===== config.mk =====
export PLATFORM = sky130hd
export DESIGN_NAME = fm_quadrature_demodulator
export DESIGN_NICKNAME = d
export VERILOG_FILES = /design/src/rtl/core/fqd_pkg.sv /design/src/rtl/core/fqd_store.sv /design/src/rtl/core/fqd_divider.sv /design/src/rtl/core/fqd_cordic.sv /design/src/rtl/core/fm_quadrature_demodulator.sv
export SDC_FILE = /design/constraint.sdc
export NUM_CORES = 2
export LEC_CHECK = 0
export BUFFER_PORTS_ARGS = -buffer_cell sky130_fd_sc_hd__buf_2
export CAP_MARGIN = 30
export CORE_ASPECT_RATIO = 0.9
export CORE_MARGIN = 2
export CORE_UTILIZATION = 65
export DETAILED_ROUTE_END_ITERATION = 8
export PLACE_DENSITY = 0.81
export REMOVE_ABC_BUFFERS = 1
export SLEW_MARGIN = 20
export SYNTH_ARGS = -nofsm -noshare
export SYNTH_HDL_FRONTEND = slang
export SYNTH_SLANG_ARGS = --single-unit

===== constraint.sdc =====
create_clock -name clk -period 19.89 [get_ports clk]
set_input_delay 0 -clock clk [delete_from_list [all_inputs] [get_ports clk]]
set_output_delay 0 -clock clk [all_outputs]
set_load 0.005 [all_outputs]

===== src/rtl/core/fqd_pkg.sv =====
// Shared types, constants and the arctangent table of the FM quadrature demodulator.
package fqd_pkg;

  // Field and state widths fixed by the data format.
  localparam int SAMPLE_W   = 16;
  localparam int BYTE_W     = 8;
  localparam int COUNT_W    = 7;
  localparam int TOTAL_W    = 22;
  localparam int DIVISOR_W  = 7;
  localparam int PROD_W     = 33;
  localparam int VEC_W      = 64;
  localparam int ANGLE_W    = 32;
  localparam int CFG_IDX_W  = 8;
  localparam int CFG_DATA_W = 8;

  // Default configuration and store size.
  localparam int DEF_MAX_BLOCK_SAMPLES = 64;
  localparam logic [7:0] DEF_DECIMATION = 8'd46;

  // Converter arithmetic.
  localparam logic [7:0] BYTE_FULL   = 8'd255;
  localparam logic [8:0] BYTE_CENTRE = 9'd127;

  // Division by ten as a multiply by ceil(2^19 / 10) and a shift; exact for
  // magnitudes below 2^18, which covers every smoothing numerator.
  localparam int SMOOTH_NUM_W = 18;
  localparam int RECIP_W      = 16;
  localparam int SMOOTH_SHIFT = 19;
  localparam logic [RECIP_W-1:0] SMOOTH_RECIP = 16'd52429;

  // Phase results in units of pi/16384.
  localparam logic signed [SAMPLE_W-1:0] PH_ZERO     = 16'sd0;
  localparam logic signed [SAMPLE_W-1:0] PH_HALF     = 16'sd16384;
  localparam logic signed [SAMPLE_W-1:0] PH_QUARTER  = 16'sd8192;
  localparam logic signed [SAMPLE_W-1:0] PH_EIGHTH   = 16'sd4096;
  localparam logic signed [SAMPLE_W-1:0] PH_3EIGHTHS = 16'sd12288;

  // CORDIC set-up.
  localparam int CORDIC_STEPS = 30;
  localparam int CORDIC_SCALE = 28;
  localparam int ANGLE_SHIFT  = 16;
  localparam logic signed [ANGLE_W-1:0] ANGLE_RIGHT = 32'sd536870912;

  // Configuration register indexes.
  typedef enum logic [CFG_IDX_W-1:0] {
    CFG_DECIMATION = 8'd0,
    CFG_BYPASS     = 8'd1
  } cfg_index_t;

  // Top-level sequencer.
  typedef enum logic [3:0] {
    ST_IDLE,
    ST_PHASE_GO,
    ST_PHASE_WAIT,
    ST_BLOCK_END,
    ST_AVG_WAIT,
    ST_SMOOTH_GO,
    ST_SMOOTH_WAIT,
    ST_READ,
    ST_EMIT
  } state_t;

  // Phase unit sequencer.
  typedef enum logic [2:0] {
    CS_IDLE,
    CS_MUL,
    CS_CHECK,
    CS_ITER,
    CS_FINISH
  } cordic_state_t;

  // atan(2^-i) in units of pi/2^30, rounded to nearest.
  function automatic logic signed [ANGLE_W-1:0] atan_entry(input logic [4:0] i);
    logic signed [ANGLE_W-1:0] v;
    unique case (i)
      5'd0:  v = 32'sd268435456;
      5'd1:  v = 32'sd158466703;
      5'd2:  v = 32'sd83729454;
      5'd3:  v = 32'sd42502379;
      5'd4:  v = 32'sd21333666;
      5'd5:  v = 32'sd10677233;
      5'd6:  v = 32'sd5339919;
      5'd7:  v = 32'sd2670123;
      5'd8:  v = 32'sd1335082;
      5'd9:  v = 32'sd667543;
      5'd10: v = 32'sd333772;
      5'd11: v = 32'sd166886;
      5'd12: v = 32'sd83443;
      5'd13: v = 32'sd41722;
      5'd14: v = 32'sd20861;
      5'd15: v = 32'sd10430;
      5'd16: v = 32'sd5215;
      5'd17: v = 32'sd2608;
      5'd18: v = 32'sd1304;
      5'd19: v = 32'sd652;
      5'd20: v = 32'sd326;
      5'd21: v = 32'sd163;
      5'd22: v = 32'sd81;
      5'd23: v = 32'sd41;
      5'd24: v = 32'sd20;
      5'd25: v = 32'sd10;
      5'd26: v = 32'sd5;
      5'd27: v = 32'sd3;
      5'd28: v = 32'sd1;
      5'd29: v = 32'sd1;
      default: v = 32'sd0;
    endcase
    return v;
  endfunction

endpackage


===== src/rtl/core/fqd_store.sv =====
// Block sample store: one write port and one registered read port.
module fqd_store #(
  parameter int DEPTH = fqd_pkg::DEF_MAX_BLOCK_SAMPLES,
  parameter int AW    = (DEPTH > 1) ? $clog2(DEPTH) : 1
) (
  input  logic                              clk,
  input  logic                              we,
  input  logic [AW-1:0]                     waddr,
  input  logic signed [fqd_pkg::SAMPLE_W-1:0] wdata,
  input  logic                              re,
  input  logic [AW-1:0]                     raddr,
  output logic signed [fqd_pkg::SAMPLE_W-1:0] rdata
);

  logic signed [fqd_pkg::SAMPLE_W-1:0] mem [DEPTH];

  // Write port.
  always_ff @(posedge clk) begin
    if (we) begin
      mem[waddr] <= wdata;
    end
  end

  // Read port, registered: the data follows the address in the next cycle.
  always_ff @(posedge clk) begin
    if (re) begin
      rdata <= mem[raddr];
    end
  end

endmodule


===== src/rtl/core/fqd_divider.sv =====
// Restoring divider, one quotient bit a cycle, truncating toward zero.
module fqd_divider (
  input  logic                                 clk,
  input  logic                                 rst,
  input  logic                                 start,
  input  logic signed [fqd_pkg::TOTAL_W-1:0]   dividend,
  input  logic [fqd_pkg::DIVISOR_W-1:0]        divisor,
  output logic                                 done,
  output logic signed [fqd_pkg::TOTAL_W-1:0]   quotient
);

  localparam int TW = fqd_pkg::TOTAL_W;
  localparam int DW = fqd_pkg::DIVISOR_W;
  localparam int CW = $clog2(TW + 1);

  logic          busy;
  logic [CW-1:0] steps;
  logic          neg;
  logic [TW-1:0] quo;
  logic [DW-1:0] rem;
  logic [DW-1:0] dvs;
  logic [DW:0]   rem_sh;
  logic [TW-1:0] quo_sh;
  logic [DW:0]   rem_sub;
  logic          fits;

  // One restoring step on the partial remainder.
  always_comb begin
    rem_sh  = {rem, quo[TW-1]};
    quo_sh  = {quo[TW-2:0], 1'b0};
    fits    = rem_sh >= {1'b0, dvs};
    rem_sub = rem_sh - {1'b0, dvs};
  end

  // Control.
  always_ff @(posedge clk) begin
    if (rst) begin
      busy  <= 1'b0;
      done  <= 1'b0;
      steps <= '0;
    end else begin
      done <= 1'b0;
      if (start) begin
        busy  <= 1'b1;
        steps <= CW'(TW);
      end else if (busy) begin
        steps <= steps - 1'b1;
        if (steps == CW'(1)) begin
          busy <= 1'b0;
          done <= 1'b1;
        end
      end
    end
  end

  // Datapath on magnitudes.
  always_ff @(posedge clk) begin
    if (start) begin
      neg <= dividend[TW-1];
      quo <= dividend[TW-1] ? TW'(-dividend) : TW'(dividend);
      rem <= '0;
      dvs <= divisor;
    end else if (busy) begin
      quo <= fits ? (quo_sh | TW'(1)) : quo_sh;
      rem <= fits ? rem_sub[DW-1:0] : rem_sh[DW-1:0];
    end
  end

  assign quotient = neg ? -$signed(quo) : $signed(quo);

endmodule


===== src/rtl/core/fqd_cordic.sv =====
// Phase step between two complex samples by a vectoring CORDIC, one step a cycle.
module fqd_cordic (
  input  logic                                 clk,
  input  logic                                 rst,
  input  logic                                 start,
  input  logic signed [fqd_pkg::SAMPLE_W-1:0]  a_re,
  input  logic signed [fqd_pkg::SAMPLE_W-1:0]  a_im,
  input  logic signed [fqd_pkg::SAMPLE_W-1:0]  b_re,
  input  logic signed [fqd_pkg::SAMPLE_W-1:0]  b_im,
  output logic                                 done,
  output logic signed [fqd_pkg::SAMPLE_W-1:0]  phase
);

  localparam int PW = fqd_pkg::PROD_W;
  localparam int VW = fqd_pkg::VEC_W;
  localparam int AN = fqd_pkg::ANGLE_W;
  localparam int SW = fqd_pkg::SAMPLE_W;

  fqd_pkg::cordic_state_t state, state_next;

  logic [4:0]               step;
  logic [1:0]               mcnt;
  logic signed [PW-1:0]     cr, cj;
  logic signed [SW-1:0]     op_a, op_b;
  logic signed [2*SW-1:0]   prod;
  logic signed [VW-1:0]     x, y, xs, ys, dx, dy;
  logic signed [AN-1:0]     acc, acc_mag;
  logic signed [AN-1:0]     q;
  logic                     special;
  logic signed [SW-1:0]     special_ph;

  // Operand selection for the shared multiplier.
  always_comb begin
    unique case (mcnt)
      2'd0:    begin op_a = a_re; op_b = b_re; end
      2'd1:    begin op_a = a_im; op_b = b_im; end
      2'd2:    begin op_a = a_im; op_b = b_re; end
      default: begin op_a = a_re; op_b = b_im; end
    endcase
    prod = op_a * op_b;
  end

  // Exact answers on the axes and diagonals.
  always_comb begin
    special    = 1'b1;
    special_ph = fqd_pkg::PH_ZERO;
    if (cj == '0) begin
      special_ph = (cr < 0) ? fqd_pkg::PH_HALF : fqd_pkg::PH_ZERO;
    end else if (cr == '0) begin
      special_ph = (cj > 0) ? fqd_pkg::PH_QUARTER : -fqd_pkg::PH_QUARTER;
    end else if (cj == cr) begin
      special_ph = (cr > 0) ? fqd_pkg::PH_EIGHTH : -fqd_pkg::PH_3EIGHTHS;
    end else if (cj == -cr) begin
      special_ph = (cr > 0) ? -fqd_pkg::PH_EIGHTH : fqd_pkg::PH_3EIGHTHS;
    end else begin
      special = 1'b0;
    end
  end

  // Scaled vector and the CORDIC shifts.
  always_comb begin
    xs      = VW'(cr) <<< fqd_pkg::CORDIC_SCALE;
    ys      = VW'(cj) <<< fqd_pkg::CORDIC_SCALE;
    dx      = y >>> step;
    dy      = x >>> step;
    acc_mag = (acc < 0) ? -acc : acc;
    q       = (acc < 0) ? -(acc_mag >>> fqd_pkg::ANGLE_SHIFT)
                        : (acc_mag >>> fqd_pkg::ANGLE_SHIFT);
  end

  // Sequencer.
  always_ff @(posedge clk) begin
    if (rst) begin
      state <= fqd_pkg::CS_IDLE;
    end else begin
      state <= state_next;
    end
  end

  always_comb begin
    state_next = state;
    unique case (state)
      fqd_pkg::CS_IDLE:   if (start) state_next = fqd_pkg::CS_MUL;
      fqd_pkg::CS_MUL:    if (mcnt == 2'd3) state_next = fqd_pkg::CS_CHECK;
      fqd_pkg::CS_CHECK:  state_next = special ? fqd_pkg::CS_IDLE : fqd_pkg::CS_ITER;
      fqd_pkg::CS_ITER: begin
        if (step == 5'(fqd_pkg::CORDIC_STEPS - 1)) state_next = fqd_pkg::CS_FINISH;
      end
      fqd_pkg::CS_FINISH: state_next = fqd_pkg::CS_IDLE;
      default:            state_next = fqd_pkg::CS_IDLE;
    endcase
  end

  // Datapath.
  always_ff @(posedge clk) begin
    if (rst) begin
      done <= 1'b0;
      mcnt <= '0;
      step <= '0;
    end else begin
      done <= 1'b0;
      unique case (state)
        fqd_pkg::CS_IDLE: begin
          mcnt <= '0;
          step <= '0;
        end
        fqd_pkg::CS_MUL: begin
          mcnt <= mcnt + 1'b1;
          unique case (mcnt)
            2'd0:    cr <= PW'(prod);
            2'd1:    cr <= cr + PW'(prod);
            2'd2:    cj <= PW'(prod);
            default: cj <= cj - PW'(prod);
          endcase
        end
        fqd_pkg::CS_CHECK: begin
          if (special) begin
            phase <= special_ph;
            done  <= 1'b1;
          end else if (cr < 0) begin
            // Quarter turn into the right half-plane.
            if (cj > 0) begin
              x <= ys; y <= -xs; acc <= fqd_pkg::ANGLE_RIGHT;
            end else begin
              x <= -ys; y <= xs; acc <= -fqd_pkg::ANGLE_RIGHT;
            end
          end else begin
            x <= xs; y <= ys; acc <= '0;
          end
        end
        fqd_pkg::CS_ITER: begin
          step <= step + 1'b1;
          if (y > 0) begin
            x   <= x + dx;
            y   <= y - dy;
            acc <= acc + fqd_pkg::atan_entry(step);
          end else begin
            x   <= x - dx;
            y   <= y + dy;
            acc <= acc - fqd_pkg::atan_entry(step);
          end
        end
        fqd_pkg::CS_FINISH: begin
          done <= 1'b1;
          if (q > AN'(fqd_pkg::PH_HALF)) begin
            phase <= fqd_pkg::PH_HALF;
          end else if (q < -AN'(fqd_pkg::PH_HALF)) begin
            phase <= -fqd_pkg::PH_HALF;
          end else begin
            phase <= q[SW-1:0];
          end
        end
        default: ;
      endcase
    end
  end

endmodule


===== src/rtl/core/fm_quadrature_demodulator.sv =====
// Top level of the FM quadrature demodulator: input path, block sequencer and output register.
//
// Each input beat carries one raw I/Q byte pair; a pair that neither closes a
// decimated sample nor ends a block leaves the input open. A pair that closes
// one keeps the input closed while the phase unit runs: the start, four
// products on the shared 16x16 multiplier, the check, thirty CORDIC steps,
// the finishing state and the hand-back; axis and diagonal cases finish after
// the check. At the end of a non-empty block the block average takes a
// 22-step division and the smoothing by ten passes through its SMOOTH_GO and
// SMOOTH_WAIT states, after which the stored samples are read back from the
// block memory and sent one at a time: each is read before it is loaded into
// the output register, and the next read waits out any output stall. An empty
// block end returns straight to accepting input. No input is taken from the
// end of a block until its last sample has been loaded into the output
// register. Reset needs no clearing pass.
module fm_quadrature_demodulator #(
  parameter int MAX_BLOCK_SAMPLES = fqd_pkg::DEF_MAX_BLOCK_SAMPLES
) (
  input  logic                              clk,
  input  logic                              rst,
  input  logic                              s_tvalid,
  output logic                              s_tready,
  input  logic [15:0]                       s_tdata,  // raw_i [7:0], raw_q [15:8]
  input  logic                              s_tlast,  // end_of_block
  output logic                              m_tvalid,
  input  logic                              m_tready,
  output logic [15:0]                       m_tdata,  // audio_sample [15:0]
  output logic                              m_tlast,  // last_of_block
  output logic                              m_tuser,  // block_overflowed
  input  logic                              cfg_valid,
  output logic                              cfg_ready,
  input  logic [fqd_pkg::CFG_IDX_W-1:0]     cfg_index,
  input  logic [fqd_pkg::CFG_DATA_W-1:0]    cfg_data
);

  localparam int SW = fqd_pkg::SAMPLE_W;
  localparam int CW = fqd_pkg::COUNT_W;
  localparam int TW = fqd_pkg::TOTAL_W;
  localparam int NW = fqd_pkg::SMOOTH_NUM_W;
  localparam int RW = fqd_pkg::RECIP_W;
  localparam int AW = (MAX_BLOCK_SAMPLES > 1) ? $clog2(MAX_BLOCK_SAMPLES) : 1;

  fqd_pkg::state_t state, state_next;

  logic [7:0]           factor;
  logic                 bypass;
  logic [1:0]           rot_phase;
  logic [7:0]           dcount;
  logic signed [SW-1:0] sum_i, sum_q, prev_i, prev_q;
  logic signed [SW-1:0] smoothed, avg, offset;
  logic [CW-1:0]        bcount, rd_idx;
  logic signed [TW-1:0] btotal;
  logic                 overflow_seen;
  logic                 eob_hold;

  logic                 accept;
  logic [7:0]           raw_i, raw_q, bi, bq;
  logic [7:0]           dcount_inc;
  logic                 closes;
  logic signed [SW-1:0] sum_i_next, sum_q_next;

  logic                 cord_start, cord_done;
  logic signed [SW-1:0] cord_phase;
  logic                 div_start, div_done;
  logic signed [TW-1:0] div_dividend, div_quotient;
  logic [fqd_pkg::DIVISOR_W-1:0] div_divisor;
  logic signed [TW-1:0] smooth_num;
  logic [NW-1:0]        smooth_mag;
  logic                 smooth_neg;
  logic [NW+RW-1:0]     smooth_prod;
  logic signed [SW-1:0] smooth_quo;

  logic                 store_we, store_re;
  logic signed [SW-1:0] store_rdata;
  logic                 has_room;
  logic                 out_free;
  logic                 last_read;

  assign cfg_ready = 1'b1;
  assign s_tready  = (state == fqd_pkg::ST_IDLE);
  assign accept    = s_tvalid && s_tready;
  assign raw_i     = s_tdata[7:0];
  assign raw_q     = s_tdata[15:8];
  assign has_room  = bcount < CW'(MAX_BLOCK_SAMPLES);
  assign out_free  = !m_tvalid || m_tready;
  assign last_read = (rd_idx + 1'b1) == bcount;

  // Quarter-rate rotation by pair position within the block.
  always_comb begin
    bi = raw_i;
    bq = raw_q;
    if (!bypass) begin
      unique case (rot_phase)
        2'd1:    begin bi = fqd_pkg::BYTE_FULL - raw_q; bq = raw_i; end
        2'd2:    begin bi = fqd_pkg::BYTE_FULL - raw_i; bq = fqd_pkg::BYTE_FULL - raw_q; end
        2'd3:    begin bi = raw_q; bq = fqd_pkg::BYTE_FULL - raw_i; end
        default: ;
      endcase
    end
    sum_i_next = sum_i + SW'($signed({1'b0, bi}) - $signed(fqd_pkg::BYTE_CENTRE));
    sum_q_next = sum_q + SW'($signed({1'b0, bq}) - $signed(fqd_pkg::BYTE_CENTRE));
    dcount_inc = dcount + 1'b1;
    closes     = dcount_inc >= factor;
  end

  // Smoothing numerator: average plus nine times the old offset.
  assign smooth_num = TW'(avg) + (TW'(smoothed) <<< 3) + TW'(smoothed);

  // Division by ten on the registered magnitude, sign restored afterwards.
  assign smooth_prod = smooth_mag * fqd_pkg::SMOOTH_RECIP;
  assign smooth_quo  = {1'b0, smooth_prod[fqd_pkg::SMOOTH_SHIFT +: SW-1]};

  // The divider only forms the block average.
  assign div_dividend = btotal;
  assign div_divisor  = bcount;

  // Sequencer.
  always_ff @(posedge clk) begin
    if (rst) begin
      state <= fqd_pkg::ST_IDLE;
    end else begin
      state <= state_next;
    end
  end

  always_comb begin
    state_next = state;
    cord_start = 1'b0;
    div_start  = 1'b0;
    store_re   = 1'b0;
    unique case (state)
      fqd_pkg::ST_IDLE: begin
        if (accept) begin
          if (closes) state_next = fqd_pkg::ST_PHASE_GO;
          else if (s_tlast) state_next = fqd_pkg::ST_BLOCK_END;
        end
      end
      fqd_pkg::ST_PHASE_GO: begin
        cord_start = 1'b1;
        state_next = fqd_pkg::ST_PHASE_WAIT;
      end
      fqd_pkg::ST_PHASE_WAIT: begin
        if (cord_done) begin
          state_next = eob_hold ? fqd_pkg::ST_BLOCK_END : fqd_pkg::ST_IDLE;
        end
      end
      fqd_pkg::ST_BLOCK_END: begin
        if (bcount == '0) begin
          state_next = fqd_pkg::ST_IDLE;
        end else begin
          div_start  = 1'b1;
          state_next = fqd_pkg::ST_AVG_WAIT;
        end
      end
      fqd_pkg::ST_AVG_WAIT: if (div_done) state_next = fqd_pkg::ST_SMOOTH_GO;
      fqd_pkg::ST_SMOOTH_GO: state_next = fqd_pkg::ST_SMOOTH_WAIT;
      fqd_pkg::ST_SMOOTH_WAIT: state_next = fqd_pkg::ST_READ;
      fqd_pkg::ST_READ: begin
        store_re   = 1'b1;
        state_next = fqd_pkg::ST_EMIT;
      end
      fqd_pkg::ST_EMIT: begin
        if (out_free) begin
          state_next = last_read ? fqd_pkg::ST_IDLE : fqd_pkg::ST_READ;
        end
      end
      default: state_next = fqd_pkg::ST_IDLE;
    endcase
  end

  assign store_we = (state == fqd_pkg::ST_PHASE_WAIT) && cord_done && has_room;

  // Configuration registers.
  always_ff @(posedge clk) begin
    if (rst) begin
      factor <= fqd_pkg::DEF_DECIMATION;
      bypass <= 1'b0;
    end else if (cfg_valid && cfg_ready) begin
      unique case (cfg_index)
        fqd_pkg::CFG_DECIMATION: factor <= cfg_data;
        fqd_pkg::CFG_BYPASS:     bypass <= cfg_data[0];
        default: ;
      endcase
    end
  end

  // Demodulator state.
  always_ff @(posedge clk) begin
    if (rst) begin
      rot_phase     <= '0;
      dcount        <= '0;
      sum_i         <= '0;
      sum_q         <= '0;
      prev_i        <= '0;
      prev_q        <= '0;
      smoothed      <= '0;
      bcount        <= '0;
      btotal        <= '0;
      overflow_seen <= 1'b0;
      eob_hold      <= 1'b0;
      rd_idx        <= '0;
    end else begin
      unique case (state)
        fqd_pkg::ST_IDLE: begin
          if (accept) begin
            rot_phase <= s_tlast ? 2'd0 : rot_phase + 1'b1;
            sum_i     <= sum_i_next;
            sum_q     <= sum_q_next;
            dcount    <= dcount_inc;
            eob_hold  <= s_tlast;
          end
        end
        fqd_pkg::ST_PHASE_WAIT: begin
          if (cord_done) begin
            prev_i <= sum_i;
            prev_q <= sum_q;
            sum_i  <= '0;
            sum_q  <= '0;
            dcount <= '0;
            if (has_room) begin
              bcount <= bcount + 1'b1;
              btotal <= btotal + TW'(cord_phase);
            end else begin
              overflow_seen <= 1'b1;
            end
          end
        end
        fqd_pkg::ST_BLOCK_END: begin
          rd_idx <= '0;
          if (bcount == '0) begin
            btotal        <= '0;
            overflow_seen <= 1'b0;
          end
        end
        fqd_pkg::ST_EMIT: begin
          if (out_free) begin
            rd_idx <= rd_idx + 1'b1;
            if (last_read) begin
              smoothed      <= offset;
              bcount        <= '0;
              btotal        <= '0;
              overflow_seen <= 1'b0;
            end
          end
        end
        default: ;
      endcase
    end
  end

  // Block average and smoothed offset.
  always_ff @(posedge clk) begin
    if (div_done && state == fqd_pkg::ST_AVG_WAIT) begin
      avg <= div_quotient[SW-1:0];
    end
    if (state == fqd_pkg::ST_SMOOTH_GO) begin
      smooth_neg <= smooth_num[TW-1];
      smooth_mag <= NW'(smooth_num[TW-1] ? -smooth_num : smooth_num);
    end
    if (state == fqd_pkg::ST_SMOOTH_WAIT) begin
      offset <= smooth_neg ? -smooth_quo : smooth_quo;
    end
  end

  // Output register.
  always_ff @(posedge clk) begin
    if (rst) begin
      m_tvalid <= 1'b0;
    end else if (state == fqd_pkg::ST_EMIT && out_free) begin
      m_tvalid <= 1'b1;
    end else if (m_tready) begin
      m_tvalid <= 1'b0;
    end
  end

  always_ff @(posedge clk) begin
    if (state == fqd_pkg::ST_EMIT && out_free) begin
      m_tdata <= 16'(store_rdata - offset);
      m_tlast <= last_read;
      m_tuser <= overflow_seen;
    end
  end

  fqd_cordic u_cordic (
    .clk   (clk),
    .rst   (rst),
    .start (cord_start),
    .a_re  (sum_i),
    .a_im  (sum_q),
    .b_re  (prev_i),
    .b_im  (prev_q),
    .done  (cord_done),
    .phase (cord_phase)
  );

  fqd_divider u_divider (
    .clk      (clk),
    .rst      (rst),
    .start    (div_start),
    .dividend (div_dividend),
    .divisor  (div_divisor),
    .done     (div_done),
    .quotient (div_quotient)
  );

  fqd_store #(
    .DEPTH (MAX_BLOCK_SAMPLES),
    .AW    (AW)
  ) u_store (
    .clk   (clk),
    .we    (store_we),
    .waddr (bcount[AW-1:0]),
    .wdata (cord_phase),
    .re    (store_re),
    .raddr (rd_idx[AW-1:0]),
    .rdata (store_rdata)
  );

`ifndef NO_ASSERTIONS
  // The store never holds more samples than it has entries.
  a_count_bound: assert property (@(posedge clk) disable iff (rst)
    bcount <= CW'(MAX_BLOCK_SAMPLES))
    else $error("block count beyond store size");

  // The phase unit only reports while the sequencer waits for it.
  a_cordic_done: assert property (@(posedge clk) disable iff (rst)
    cord_done |-> state == fqd_pkg::ST_PHASE_WAIT)
    else $error("phase result outside its wait state");

  // A store read is always followed by the cycle that uses its data.
  a_read_emit: assert property (@(posedge clk) disable iff (rst)
    state == fqd_pkg::ST_READ |=> state == fqd_pkg::ST_EMIT)
    else $error("read data not consumed");

  // A last sample is followed by a return to accepting input.
  a_last_idle: assert property (@(posedge clk) disable iff (rst)
    (state == fqd_pkg::ST_EMIT && out_free && last_read) |=> state == fqd_pkg::ST_IDLE)
    else $error("sequencer did not return after last sample");
`endif

endmodule

# Word level (Yosys, flattened, before mapping)
# Memory sizes are Yosys's and may differ from the RTL's. A register that Yosys moved wholly into a read port is not among the register bits.
# Cells that the tools add are included.
dict set report word_totals {
  romBits 1856
  ramBits 1024
  out_inout_bits 21
  n_memories 3
  regBits 508
  wordCells 301
  latch_bits 0
}
# name depth width read_ports rd_ports_with_merged_regs wr line_no
set mem_list {}
lappend mem_list {u_store.mem 64 16 1 1 1 fqd_store.sv:15} ;# logic signed [fqd_pkg::SAMPLE_W-1:0] mem [DEPTH];
lappend mem_list {{(no name shown)} 32 29 1 1 0 fqd_pkg.sv:75} ;# unique case (i)
lappend mem_list {{(no name shown)} 32 29 1 1 0 fqd_pkg.sv:75}
dict set report classes {
  order_cmp 10
  eq_ne 38
  multipliers 2
  n_shift 2
  n_div 0
  n_reduce_logical 46
  addsub 35
  n_bitwise 3
  n_mux 120
}
# cell n
set ops {}
lappend ops {{$mux W64} 8}
lappend ops {{$mux W32} 12}
lappend ops {{$mux W16} 16}
lappend ops {{$pmux W64 S2} 2}
lappend ops {{$mux W22} 8}
lappend ops {{$pmux W33 S2} 2}
lappend ops {{$add A64 B64 Y64} 2}
lappend ops {{$neg A61 Y64} 2}
lappend ops {{$sshr A64 B5 Y64} 2}
lappend ops {{$sub A64 B64 Y64} 2}
lappend ops {{$pmux W16 S2} 3}
lappend ops {{$eq A33 B33 Y1} 2}
lappend ops {{$gt A33 B1 Y1 const B} 2}
lappend ops {{$logic_not A33 Y1} 2}
lappend ops {{$pmux W22 S3} 1}
lappend ops {{$gt A64 B1 Y1 const B} 1}
lappend ops {{$pmux W32 S2} 1}
lappend ops {{$pmux W8 S3} 2}
lappend ops {{$mux W7} 6}
lappend ops {{$pmux W4 S9} 1}
lappend ops {{$mul A18 B16 Y34 const B} 1}
lappend ops {{$add A33 B32 Y33} 1}
lappend ops {{$lt A33 B1 Y1 const B} 1}
lappend ops {{$neg A33 Y33} 1}
lappend ops {{77 further kinds} 175}

# Logic depth before layout (Yosys ltp)
dict set report logic_depth {
  ltp_word 8
  depth_mapped 43
  depth_no_buf 40
}

# Modules after synthesis
# A second synthesis with hierarchy kept.
dict set report hier_totals {
  hier_cells 9841
  hier_area_um2 109267.3
}
# mod seq_area_each_um2 instances area_per_inst_um2 cells_per_inst
set modules_own_cells {}
lappend modules_own_cells {fqd_cordic 8067.7 1 47501.8 5601}
lappend modules_own_cells {fqd_store 31230.0 1 40138.5 1820}
lappend modules_own_cells {fm_quadrature_demodulator 4914.7 1 18410.2 2058}
lappend modules_own_cells {fqd_divider 1181.1 1 3216.8 362}

# Worst setup path before layout
# Ideal clock, no wire load.
dict set report synth_path {
  path_kind {reg2reg}
  startpoint {register u_cordic.mcnt[0]}
  endpoint {register u_cordic.cj[26] (data pin)}
  setup_time_ns 0.274
  path_buffers 3
  stages_incl_launch_ff 39
  arrival_time_ns 10.217
  setup_slack_ns 9.399
  cell_sequence {dfxtp_1 -> inv_1 -> ha_1 -> clkbuf_1 -> nor2_1 -> clkbuf_1 -> buf_1 -> mux2_2 -> nand2_1 -> fa_1 -> fa_1 -> fa_1 -> fa_1 -> inv_1 -> fa_1 -> inv_1 -> fa_1 -> inv_1 -> (+3 left out) -> a21bo_2 -> a21oi_1 -> xnor2_1 -> inv_1 -> ha_1 -> o21a_1 -> a21oi_1 -> o311a_1 -> o41ai_1 -> a31o_2 -> maj3_1 -> maj3_1 -> o21a_1 -> a21o_1 -> maj3_1 -> xor2_1 -> nor2_1 -> xnor2_1}
}
dict set report synth_via {
  elab_chain_len 6
}
# element line_no
set synth_lines {}
lappend synth_lines {{start, declared} fqd_cordic.sv:22} ;# logic [1:0] mcnt;
lappend synth_lines {{start signal, assigned} fqd_cordic.sv:108} ;# mcnt <= mcnt + 1'b1;
lappend synth_lines {{$eq A2 B1 Y1, or another cell as far along} {fqd_cordic.sv:34, fqd_cordic.sv:109}}
lappend synth_lines {{$reduce_or A2 Y1 (no source line)} n/a}
lappend synth_lines {{$mux W16} fqd_cordic.sv:34} ;# unique case (mcnt)
lappend synth_lines {{$mul A16 B16 Y32} fqd_cordic.sv:40} ;# prod = op_a * op_b;
lappend synth_lines {{$sub A33 B32 Y33} fqd_cordic.sv:113} ;# default: cj <= cj - PW'(prod);
lappend synth_lines {{$pmux W33 S2 *} fqd_cordic.sv:109} ;# unique case (mcnt)
lappend synth_lines {{end signal, assigned} fqd_cordic.sv:112} ;# 2'd2: cj <= PW'(prod);
lappend synth_lines {{end signal, assigned} fqd_cordic.sv:113}
lappend synth_lines {{end, declared} fqd_cordic.sv:23} ;# logic signed [PW-1:0] cr, cj;
# Mark *: on every way between the ends. The rest lies on a longest branch, timed or not.
# A chain may end at the register's enable or synchronous reset.

# Worst setup path in the final report
# Same ends and word-level chain as after synthesis.

==> flow_summary.yaml <==
sta:
  max_slew_margin: 0.246
  fmax_mhz: 91.4
  period_share: 0.550
  setup_viol: 0
  final-hold-violation-count: 0
  tns_ns: 0
  skew_ns: 0.0919
  setup_slack_ns: 8.95
  post-route-min-period_ns: 10.94
  rsz0062_at_grt: "no"
  max_slew.worst_pin.slew_ns: 1.13
  maxSlewViolCount: 0
floorplanning:
  dieHeight_um: 392
  dieArea_um2: 171000
  core-area_um2: 166000
  die_w_um: 435
  start_util: 0.654
  pin_count: 59
  rows: 142
pwr:
  comb_power_share: 0.104
  p_int_mw: 5.58
  switchingPower_mw: 2.07
  fin_total_pwr_mw: 7.65
  p_leak_nw: 44.2
  seq_power_share: 0.483
  power_density_nw_per_um2: 65.3
  p_sw_frac: 0.271
  peakVddDrop_mv: 0.0803
  p_clk_frac: 0.413
clocking:
  postCtsSetupBuffers: 0
  post_cts_resized: 0
  cts_buffers: 160
  worstSkewPairLatency_ns: 0.87
  cts_tree: "done"
  cts_max_level: 4
  cts_max_path_buffers: 3
  clkTransAtPathRegs_ns: 0.06
  numClockSinks: 1577
  cts_root_buf: "clkbuf_16"
final_layout:
  flow.area_growth_from_synthesis_pct: 7.78
  num-nets-final: 10506
  drive_gt1_frac: 0.122
  n_fill_cell: 11221
worst_setup_path:
  cp_num_buf_inv: 9
  worst-endpoint-arrival_ns: 11.45
  cpPeakStageDelay_ns: 0.56
  end_kind: "register"
  worstSetupPathType: "reg2reg"
  cp_max_fo: 63
  slowest_stage: "fa_1"
  startpoint_type: "register"
  cp_top_family: "adder cells"
  worstSetupPathDepth: 39
  r2r_cells: 39
  worstPathRequired_ns: 20.40
outcome:
  status: "complete, but fails checks"
  violations: "DRC"
synthesis:
  synth_edf_count: 1381
  syn_inst: 9537
  ys_dominant_reg_cell: "edfxtp_1"
  async_flop_share: 0
  synth.area.top_cells: "edfxtp_1, mux4_2, fa_1"
  yosysSeqAreaShare: 0.417
  syn_area_um2: 109000
  yosysMostFrequentCell: "edfxtp_1"
  syn-mean-instance-area_um2: 11.4
  yosysWarnings: 0
  synthTopCellsByCount: "edfxtp_1, nor2_1, nand2_1, inv_1, ha_1"
  yosysTopAreaCell: "edfxtp_1"
  yosysTopAreaCellShare: 0.381
  synth_cell_types: 111
  ys_ff_latch: 1577
route:
  drtIter0Drc: 12357
  wirelength_mm: 353
  post_drt_wl_per_cell_um: 29.7
  drc: 134
  vias: 83791
  via_per_inst: 7.05
  drt.antenna.violating_nets: 0
  first_pass_iters: 9
grt:
  grt_pass1_wl_mm: 522
  grt_pass1_vias: 80811
  grt_antenna_before_repair: 34
  grt_util_all_layers: 0.410
  grt_overflow: 0
  grt_max_degree: 121
worst_hold_path:
  holdPathStages: 4
  hold_path_class: "in2reg"
placed_design:
  place_hpwl_mm: 237
  io_buffers: 57
  gp_routability_congestion: 1.03
  dp_slack_ns: 8.61
job:
  maxCapViolations: 0
power by group through the flow:
| stage | Clock (mW) | Sequential (mW) | Combinational, mW |
|---|---|---|---|
| after floorplan | 0 | 3.72 | 0.501 |
| after CTS | 3.15 | 3.69 | 0.773 |
| after detailed placement | 0 | 3.76 | 0.764 |
| after global routing | 3.27 | 3.69 | 0.862 |
| after global placement | 0 | 3.76 | 0.736 |
| final | 3.16 | 3.69 | 0.799 |
cell families (layout without fill, tap and decap cells):
group | after synthesis | after routing | share of synthesized area
AND/OR/NAND/NOR | 2532 | 2532 | 0.107
AO/OA/AOI/OAI | 1807 | 1807 | 0.104
flip-flops | 1577 | 1577 | 0.417
buffers and inverters | 1182 | 1285 | 0.0444
adder cells (fa/ha/maj) | 970 | 970 | 0.138
multiplexers | 792 | 792 | 0.135
XOR/XNOR | 676 | 676 | 0.0544
other | 1 | 10 | 0.0000345
cell usage in the layout, fill, tap and decap left out, types with 38 or more instances in the layout:
master     instances
edfxtp_1        1381
nor2_1           844
nand2_1          806
inv_1            706
ha_1             577
a21oi_1          522
mux4_2           484
o21ai_0          439
fa_1             383
xnor2_1          353
xor2_1           323
dfxtp_1          187
mux2i_1          184
a21o_1           176
clkbuf_16        161
buf_4            159
nand3_1          145
nor3_1           143
nand2b_1          87
mux2_2            86
o211ai_1          85
a31oi_1           78
or3_1             68
nor2b_1           62
buf_2             59
nor4_1            57
nand4_1           57
a211oi_1          55
and3_1            54
o31ai_1           53
o21a_1            52
a22oi_1           44
a21boi_0          43
o21bai_1          39
and2_1            38
metrics by stage:
step | util | instances | area (um2) | hold WS (ns)
CTS | 0.703 | 11854 | 117000 | 0.0439
finish | 0.705 | 11881 | 117000 | 0.0853
global route | 0.705 | 11873 | 117000 | 0.0915
global placement | 0.668 | 11513 | 111000 | 0.233
detailed placement | 0.668 | 11525 | 111000 | 0.251
floorplan | - | 9068 | 107000 | 0.0691
worst min-delay path, delay by kind of cell:
kind | cells | cell delay (ns)
simple gates | 1 | 0.08
buf+inv | 2 | 0.69
mux | 1 | 0.09
sequential cells by signal (all words and copies together), names as in the netlist, 18 cells and up, named ones only:
register and cells:
u_cordic.acc 32, u_cordic.cr 33, u_cordic.y 64, u_divider.quo 22, u_cordic.cj 33, btotal 22, u_cordic.x 64, smooth_mag 18
u_store.mem 1024
final cells by class:
class	instances	area [um2]	share of cell area
antenna	9	22.5	0.000192
clock buffer	184	4150	0.0354
clock inverter	112	1250	0.0107
inverter	713	2680	0.0229
multi-input combinational	6778	58600	0.500
sequential	1577	45400	0.388
tap	2232	2790	0.0238
timing repair buffer	276	2250	0.0192
repair_timing:
item / in CTS / in global routing
endpoints found under the hold margin: 88 / 0
setup endpoints to repair: 0 / 0
hold buffers: 33 / 0
final timing paths:
check / startpoint / end / slack (ns)
min: cfg_data[0] / bypass / 0.09
max: u_cordic.mcnt[0] / u_cordic.cj[26] / 8.95
max reg2reg: u_cordic.mcnt[0] / u_cordic.cj[26] / 8.95
min reg2reg: prev_q[0] / prev_q[0] / 0.46
per-layer routing:
metal / up-vias / GRT usage / wire, um
met4: 44 / 0.215 / 23400
met3: 1548 / 0.120 / 45900
met1: 40824 / 0.525 / 124000
met5: - / 0.00113 / 321
li1: 34956 / - / -
met2: 6419 / 0.637 / 159000
Power figures use the tool's default switching activity.
